**config.mk**
```make
export PLATFORM = sky130hd
export DESIGN_NAME = eq_prep
export DESIGN_NICKNAME = d
export VERILOG_FILES = /design/src/rtl/core/euler_xyz_to_quaternion_core_macros.svh /design/src/rtl/core/eq_pkg.sv /design/src/rtl/core/eq_prep.sv
export SDC_FILE = /design/constraint.sdc
export NUM_CORES = 1
export LEC_CHECK = 0
export ABC_CLOCK_PERIOD_IN_PS = 8720
export BUFFER_PORTS_ARGS = -buffer_cell sky130_fd_sc_hd__buf_4
export CAP_MARGIN = 20
export CORE_MARGIN = 2
export CORE_UTILIZATION = 35
export DETAILED_ROUTE_END_ITERATION = 10
export SYNTH_ARGS = -nofsm -noshare
export SYNTH_HDL_FRONTEND = slang
export SYNTH_SLANG_ARGS = --single-unit
```
**constraint.sdc**
```tcl
create_clock -name vclk -period 8.72
set_clock_uncertainty 0.2 [all_clocks]
set_input_delay 1.308 -clock vclk [all_inputs]
set_output_delay 1.308 -clock vclk [all_outputs]
set_load 0.01 [all_outputs]
```
**src/rtl/core/euler_xyz_to_quaternion_core_macros.svh**
```systemverilog
// Assertion macros shared by the euler-to-quaternion RTL
`ifndef EULER_XYZ_TO_QUATERNION_CORE_MACROS_SVH
`define EULER_XYZ_TO_QUATERNION_CORE_MACROS_SVH

// Implication checked every clock, disabled in reset
`define EQ_ASSERT_IMP(label, clk, rst_n, ante, cons, msg) \
    label: assert property (@(posedge clk) disable iff (!rst_n) (ante) |-> (cons)) \
        else $error(msg);

// Implication with the consequent checked at the next clock, disabled in reset
`define EQ_ASSERT_NXT(label, clk, rst_n, ante, cons, msg) \
    label: assert property (@(posedge clk) disable iff (!rst_n) (ante) |=> (cons)) \
        else $error(msg);

`endif

```
**src/rtl/core/eq_pkg.sv**
```systemverilog
package eq_pkg;

    // Working precision of the CORDIC and product datapath
    localparam int WORK_FRAC = 30;
    localparam int WORK_W    = 36;
    localparam int RED_W     = 36;

    localparam int ANGLE_FRAC_BITS_DEF = 13;
    localparam int OUT_FRAC_BITS_DEF   = 14;
    localparam int CORDIC_STAGES_DEF   = 16;

    localparam int IN_W  = 16;
    localparam int OUT_W = 16;

    localparam logic signed [RED_W-1:0] GAIN_Q30    = 36'sd652032874;
    localparam logic signed [RED_W-1:0] PI_Q30      = 36'sd3373259426;
    localparam logic signed [RED_W-1:0] HALF_PI_Q30 = 36'sd1686629713;
    localparam logic signed [RED_W-1:0] TWO_PI_Q30  = 36'sd6746518852;

    // Arctangent table, floor(atan(2^-i) * 2^30)
    function automatic logic signed [WORK_W-1:0] atan_q30(input logic [4:0] i);
        logic signed [WORK_W-1:0] v;
        case (i)
            5'd0:  v = 36'sd843314856;
            5'd1:  v = 36'sd497837829;
            5'd2:  v = 36'sd263043836;
            5'd3:  v = 36'sd133525158;
            5'd4:  v = 36'sd67021686;
            5'd5:  v = 36'sd33543515;
            5'd6:  v = 36'sd16775850;
            5'd7:  v = 36'sd8388437;
            5'd8:  v = 36'sd4194282;
            5'd9:  v = 36'sd2097149;
            5'd10: v = 36'sd1048575;
            5'd11: v = 36'sd524287;
            5'd12: v = 36'sd262143;
            5'd13: v = 36'sd131071;
            5'd14: v = 36'sd65535;
            5'd15: v = 36'sd32767;
            5'd16: v = 36'sd16383;
            5'd17: v = 36'sd8191;
            5'd18: v = 36'sd4095;
            5'd19: v = 36'sd2047;
            5'd20: v = 36'sd1023;
            5'd21: v = 36'sd511;
            5'd22: v = 36'sd255;
            5'd23: v = 36'sd127;
            5'd24: v = 36'sd63;
            5'd25: v = 36'sd31;
            5'd26: v = 36'sd15;
            5'd27: v = 36'sd7;
            5'd28: v = 36'sd3;
            5'd29: v = 36'sd1;
            default: v = '0;
        endcase
        return v;
    endfunction

    // One CORDIC lane: residual angle, x, y and cosine sign
    typedef struct packed {
        logic signed [WORK_W-1:0] t;
        logic signed [WORK_W-1:0] x;
        logic signed [WORK_W-1:0] y;
        logic                     neg_cos;
    } t_lane;

    // Three lanes travel together through the cell row
    typedef struct packed {
        t_lane lx;
        t_lane ly;
        t_lane lz;
    } t_cell_data;

endpackage

```
**src/rtl/core/eq_prep.sv**
```systemverilog
// Scales an input angle to a Q30 half angle, reduces to [-pi, pi], folds to +-pi/2.
module eq_prep #(
    parameter int ANGLE_FRAC_BITS = eq_pkg::ANGLE_FRAC_BITS_DEF
) (
    input  logic signed [eq_pkg::IN_W-1:0] i_angle,
    output eq_pkg::t_lane                  o_lane
);

    localparam int SH = eq_pkg::WORK_FRAC - 1 - ANGLE_FRAC_BITS;
    // wide enough for the scaled angle and for the Q30 constants
    localparam int TW = (eq_pkg::IN_W + SH + 1 > eq_pkg::RED_W) ?
                        eq_pkg::IN_W + SH + 1 : eq_pkg::RED_W;
    // multiples of 2*pi to strip, 2^(NSTEP-1) down to 1
    localparam int NSTEP = (SH > 17) ? SH - 16 : 0;

    logic signed [TW-1:0] t0;
    logic signed [TW-1:0] mag;
    logic signed [TW-1:0] t1;
    logic signed [TW-1:0] t2;
    logic signed [TW-1:0] t3;

    always_comb begin
        t0 = TW'(i_angle) <<< SH;
        // truncating modulo of 2*pi by compare and subtract on the magnitude
        mag = (t0 < 0) ? -t0 : t0;
        for (int k = NSTEP - 1; k >= 0; k--) begin
            if (mag >= (TW'(eq_pkg::TWO_PI_Q30) <<< k)) begin
                mag = mag - (TW'(eq_pkg::TWO_PI_Q30) <<< k);
            end
        end
        t1 = (t0 < 0) ? -mag : mag;
        t2 = t1;
        if (t1 > eq_pkg::PI_Q30) begin
            t2 = t1 - eq_pkg::TWO_PI_Q30;
        end else if (t1 < -eq_pkg::PI_Q30) begin
            t2 = t1 + eq_pkg::TWO_PI_Q30;
        end
        t3             = t2;
        o_lane.neg_cos = 1'b0;
        if (t2 > eq_pkg::HALF_PI_Q30) begin
            t3             = eq_pkg::PI_Q30 - t2;
            o_lane.neg_cos = 1'b1;
        end else if (t2 < -eq_pkg::HALF_PI_Q30) begin
            t3             = -eq_pkg::PI_Q30 - t2;
            o_lane.neg_cos = 1'b1;
        end
        o_lane.t = t3[eq_pkg::WORK_W-1:0];
        o_lane.x = eq_pkg::GAIN_Q30;
        o_lane.y = '0;
    end

endmodule

```
Word-level counts from Yosys, hierarchy flattened
Index checks and enable logic that the tools add are counted.

word-level totals
  register bits = 0
  bits in latches = 0
  RAM bits = 0
  ROM bits = 0
  bits of input ports = 16
  memories kept = 0

cells by class
  $add $sub $neg = 6
  $mul = 0
  divide/modulo/power cells = 0
  order comparisons = 5
  eq/ne operators = 0
  shifts and indexed selects = 0
  multiplexer cells = 8
  bitwise logic cells = 0
  reduce and logical (&&, ||, !) cells = 0

operators by type and width
  kind                                                  count
  two-way mux 36 bit                                    6
  subtractor 33 x 36 -> 36 bit, first input constant    2
  adder 36 x 34 -> 36 bit, second input constant        1
  > comparator 36 x 32 -> 1 bit, second input constant  1
  > comparator 36 x 33 -> 1 bit, second input constant  1
  < comparator 36 x 32 -> 1 bit, second input constant  1
  < comparator 36 x 33 -> 1 bit, second input constant  1
  negation 32 -> 36 bit                                 1
  negation 36 bit                                       1
  subtractor 36 x 34 -> 36 bit, second input constant   1
  < comparator 32 x 1 -> 1 bit, second input constant   1
  two-way mux 1 bit                                     2

Longest topological paths before layout
Gate-level depths: netlist of run 1.

  depth in word-level cells = 10
  gate-level depth with buffers = 20
  mapped depth without buffers = 17

Worst setup path after synthesis of run 1
Ideal clock, no wire load.

  path kind = input -> output
  from = input i_angle[15] (netlist bit)
  to = output o_lane[81] (netlist bit)
  data arrival time = 5.641 ns
  path slack = 1.571 ns
  stages on the path = 18
  cells stage by stage = buf_2 > buf_1 > clkbuf_1 > clkbuf_1 > mux2i_1 > ha_1 > inv_1 > o31ai_1 > xor2_1 > o211ai_1 > nor2_1 > or3_1 > a32oi_1 > o311ai_4 > a21o_1 > o21ai_0 > a31oi_1 > buf_4

RTL lines
  item         line          text
  from (decl)  eq_prep.sv:5  input logic signed [eq_pkg::IN_W-1:0] i_angle,
  to (decl)    eq_prep.sv:6  output eq_pkg::t_lane o_lane

==> results by group, run 1 <==
Status
  – Status: finished clean

Placed design
  – Hpwl dp: 6520 um
  – DP Area: 0.00307 mm2
  – Place WS: 1170 ps
  – Buffers on Ports: 52
  – RD Place Congestion: 0.966

STA
  – Final hold violation count: 0
  – Setup ws final: 1110 ps
  – RSZ-0062 raised after global routing: no
  – Fmax achieved: 0.131 GHz
  – Worst slew margin: 45.6%
  – Max-slew violations: 0
  – Setup TNS: 0 ps
  – Slew at the pin closest to its max-slew limit: 795 ps
  – Fin crit period: 7610 ps
  – Count of final setup violators: 0
  – Fin crit share: 87.2%

Yosys
  – Post-synthesis mux area share: 3.02%
  – Mean area per synthesized cell: 7.11 um2
  – Synth area leader: buf_4
  – Synth warn: 0
  – Post-Synth Adder-Cell Area: 2.10%
  – Largest family of logic cells by synthesized area: simple AND/OR/NAND/NOR gates
  – Top post-synthesis cells by area: buf_4 20%, xnor2_1 6.8%, xor2_1 3.8%
  – Synth cell types: 82
  – XOR/XNOR Fraction of Synth Area: 10.6%
  – Synth Area in Compound Gates: 29.3%
  – Synth Area in Simple Gates: 29.7%
  – Top cell type's share of synthesized area: 19.9%
  – Post-synthesis cell count: 419
  – Synthesized area: 0.00298 mm2
  – Register area share after synthesis: 0%

Global routing
  – First-pass GRT wire length: 13000 um
  – GRT Util Overall: 17.0%
  – Vias in the first global route: 2557
  – Largest net degree at the start of global routing: 38
  – Initial antenna violation count: 0
  – Gr ovfl total: 0

Cells and area
  – Commonest non-fill, non-tap cells in the layout: 73 x conb_1, 53 x buf_4, 26 x nand2_1
  – Layout cells sized above 1: 19.5%
  – Multi-input logic area: 0.00250 mm2
  – Final instance area: 0.00307 mm2
  – Post-layout net count: 465
  – Flip-flop and latch count: 0
  – Most common cell after layout, fill and taps aside: conb_1
  – Layout fillers: 911
  – Ant diodes: 0
  – Clkbuf count: 0
  – Fin util: 37.4%
  – Layout area overhead: 3.11%
  – Register area: 0 um2

Drt
  – DR vias: 2996
  – Drt drc: 0
  – Vias/cell: 5.48
  – ANT nets after route: 0
  – Drt initial violations: 166
  – Final WL: 8200 um
  – Iteration count of the initial detailed-routing pass: 5
  – DR WL/cell: 15.0 um

Clocking
  – Post-CTS resize count: 0
  – # Post-CTS Setup Buffers: 0
  – Cts hold-fix bufs: 0

Pwr
  – VDD IR max: 0.0293 mV
  – Power Density: 66.9 mW/mm2
  – Leakage: 1.28 nW
  – Final Power: 0.205 mW

Floorplan
  – Die height: 96.3 um
  – Die width: 96.3 um
  – Core box area: 0.00822 mm2
  – Row cnt: 33
  – Area of the die: 0.00927 mm2
  – Initial cell density of the core: 36.3%
  – IO Count: 125

Run
  – Total of max-cap violations: 0

Critical path
  – Worst EP required: 7210 ps
  – Max FO, Critical Path: 10
  – Startpoint Class: primary input
  – CP Data Arrival Time: 6100 ps
  – CP Capture Type: primary output
  – WS Path Type: in2out

Worst hold path
  – Hold path start: i_angle[0]
  – Hold Path Sink: o_lane[89]
  – Hold Crit Class: in2out
  – Worst Hold Depth: 4
[worst max path at each step]
stage	to	start	slack, ps	cells past startpoint
final	o_lane[90]	i_angle[0]	1110	19
after global routing	o_lane[91]	i_angle[0]	620	19
after CTS	o_lane[90]	i_angle[0]	1160	19
after detailed placement	o_lane[90]	i_angle[0]	1170	19
after global placement	o_lane[92]	i_angle[0]	1340	15
after floorplan	o_lane[81]	i_angle[15]	1570	18
[where the power goes]
part           internal, mW  switching, mW  total [mW]
registers                 0              0           0
clock network             0              0           0
logic                0.0807          0.125       0.205
total                0.0807          0.125       0.205
[layout make-up]
cell class                      count  share of cell area [%]
Inverter                           11                    1.34
Multi-Input combinational cell    378                    81.4
Tap cell                          105                    4.28
Timing Repair Buffer               53                    12.9
[through the flow]
| stage | std cells | hold slack, ps |
|---|---|---|
| 3_5_place_dp | 547 | 2990 |
| 4_1_cts | 547 | 2990 |
| 6_report | 547 | 2990 |
| 3_3_place_gp | 547 | 2970 |
| 5_1_grt | 547 | 3020 |
| 2_1_floorplan | 490 | 2670 |
[layer usage]
metal,track usage (%),vias up,share of wire (%)
met5,0,-,0
met1,25.1,1413,46
li1,-,1449,-
met4,1.07,0,0.62
met3,0.313,8,6.0
met2,28.8,126,47
[cell usage after synthesis (10+ instances only)]
library cell / number
buf_4: 79
nand2_1: 26
nor2_1: 24
xnor2_1: 23
a21oi_1: 16
nor3_1: 14
xor2_1: 13
nand3_1: 11
o31ai_1: 11
buf_2: 10
inv_1: 10
o21ai_0: 10
[worst max-delay path: stages]
cell and delay, ps:
buf_4 120, clkinv_1 260, ha_1 420, nor2b_1 260, a221oi_2 430, nand4_1 460, mux2i_1 290, nand3_1 160
ha_1 340, nor4_1 290, nand4_1 130, a21oi_1 250, and3_1 180, o31ai_1 90, a22oi_2 450, nand3_2 200
xor2_1 190, mux2i_1 130, buf_4 140
[logic make-up after synthesis]
kind of cell | after synthesis
AOI/OAI and AO/OA | 104
xor gates and xnor gates | 36
adders and majority gates | 5
buffers and inverters | 112
muxes | 9
other | 2
and+or+nand+nor | 151
Power figures use the tool's default switching activity.
==> run 2: changes to the inputs <==
--- a/config.mk
+++ b/config.mk
@@ -10,5 +10,8 @@
 export CAP_MARGIN = 20
+export CELL_PAD_IN_SITES_DETAIL_PLACEMENT = 2
+export CELL_PAD_IN_SITES_GLOBAL_PLACEMENT = 2
 export CORE_MARGIN = 2
-export CORE_UTILIZATION = 35
+export CORE_UTILIZATION = 27
 export DETAILED_ROUTE_END_ITERATION = 10
+export PLACE_DENSITY_LB_ADDON = 0.1
 export SYNTH_ARGS = -nofsm -noshare
--- a/constraint.sdc
+++ b/constraint.sdc
@@ -4,2 +4,2 @@
 set_output_delay 1.308 -clock vclk [all_outputs]
-set_load 0.01 [all_outputs]
+set_load 0.005 [all_outputs]
==> results by group, run 2 (synthesis results as in run 1) <==
Critical path
  – Startpoint Class: primary input
  – CP Data Arrival Time: 6410 ps
  – Slowest-stage cell, CP: a22oi_2
  – Delay of the slowest critical-path stage: 490 ps
  – Critical Path, Cell by Cell: buf_4 -> clkinv_1 -> ha_1 -> nor2b_1 -> a221oi_2 -> nand4_1 -> mux2i_1 -> nand3_1 -> ha_1 -> nor4_1 -> nand4_1 -> a21oi_1 -> and3_1 -> o31ai_1 -> a22oi_2 -> nor2_1 -> or3_1 -> nor2_1 -> buf_4
  – WS Path Type: in2out
  – Max FO, Critical Path: 10
  – CP Capture Type: primary output
  – Worst EP required: 7210 ps

Drt
  – Final WL: 10400 um
  – Vias/cell: 5.27
  – Iteration count of the initial detailed-routing pass: 4
  – ANT nets after route: 0
  – Drt drc: 0
  – DR vias: 3077
  – DR WL/cell: 17.8 um
  – Drt initial violations: 93

Placed design
  – Placed insts: 584
  – Buffers on Ports: 52
  – Hpwl dp: 8440 um
  – RD Place Congestion: 0.810
  – DP Area: 0.00313 mm2

Pwr
  – Power Density: 63.0 mW/mm2
  – VDD IR max: 0.0184 mV
  – Final Power: 0.197 mW
  – Leakage: 1.29 nW

STA
  – Max-slew violations: 0
  – RSZ-0062 raised after global routing: no
  – Fmax achieved: 0.126 GHz
  – Worst slew margin: 37.1%
  – Fin crit share: 90.8%
  – Fin crit period: 7910 ps
  – Setup TNS: 0 ps
  – Count of final setup violators: 0
  – Slew at the pin closest to its max-slew limit: 936 ps
  – Final hold violation count: 0

Global routing
  – Largest net degree at the start of global routing: 38
  – Gr ovfl total: 0
  – GRT Util Overall: 16.9%
  – Initial antenna violation count: 0
  – First-pass GRT wire length: 16300 um
  – Vias in the first global route: 2967

Worst hold path
  – Hold path start: i_angle[0]
  – Worst Hold Depth: 4
  – Hold Path Sink: o_lane[89]
  – Hold Crit Class: in2out

Cells and area
  – Fin util: 29.0%
  – Clkbuf count: 0
  – Register area: 0 um2
  – Final non-filler cell total: 584
  – Commonest non-fill, non-tap cells in the layout: 73 x conb_1, 55 x buf_4, 26 x nand2_1
  – Most common cell after layout, fill and taps aside: conb_1
  – Ant diodes: 0
  – Layout cells sized above 1: 19.8%
  – Post-layout net count: 467
  – Flip-flop and latch count: 0
  – Final instance area: 0.00313 mm2
  – Layout fillers: 1350
  – Layout area overhead: 5.08%

Floorplan
  – Core box area: 0.0108 mm2
  – Initial cell density of the core: 27.6%
  – Die height: 109 um
  – Area of the die: 0.0119 mm2
  – Die width: 109 um
  – Row cnt: 38
  – IO Count: 125

Run
  – Total of max-cap violations: 0

Clocking
  – Cts hold-fix bufs: 0
  – Post-CTS resize count: 0
  – # Post-CTS Setup Buffers: 0

Status
  – Status: finished clean
==> run 2: cell count changes in the layout (fill, tap and decap cells not counted), sizes merged <==
cell and change:
buf +2
==> run 2: worst max path at each step <==
| stage | start | endpoint | slack, ps | cells past startpoint |
|---|---|---|---|---|
| 2_1_floorplan | i_angle[15] | o_lane[92] | 1690 | 19 |
| 3_3_place_gp | i_angle[0] | o_lane[91] | 960 | 19 |
| 3_5_place_dp | i_angle[0] | o_lane[90] | 810 | 19 |
| 4_1_cts | i_angle[0] | o_lane[91] | 790 | 19 |
| 5_1_grt | i_angle[0] | o_lane[90] | 310 | 19 |
| 6_report | i_angle[0] | o_lane[91] | 810 | 19 |
==> run 2: stage by stage <==
step | worst slack [ps] | hold WS [ps]
after floorplan | 1690 | 2640
after global placement | 955 | 2970
after detailed placement | 805 | 2990
after CTS | 794 | 2980
after global routing | 310 | 3020
final | 806 | 2970
==> run 2: where the power goes <==
group	switching [mW]	internal, mW
clock	0	0
sequential	0	0
combinational	0.116	0.0809
total	0.116	0.0809
==> run 2: cell type report <==
cell class,count,area (um2),share of cell area [%]
Tap cell,140,175,5.59
Timing Repair Buffer,55,413,13.2
Multi-Input combinational cell,378,2500,79.9
Inverter,11,41.3,1.32
==> run 2: per-layer routing <==
metal / vias to the layer above / GRT usage [%] / share of wire [%]
li1: 1438 / - / -
met1: 1536 / 24.3 / 48
met2: 99 / 29.5 / 47
met3: 4 / 0.179 / 4.4
met4: 0 / 1.10 / 0.77
met5: - / 0 / 0
==> run 2: critical path, delay by kind of cell <==
kind	cells	cell delay (ps)
compound gates	4	1340
simple gates	9	2150
fa+ha+maj	2	800
mux	1	320
buf+inv	3	480
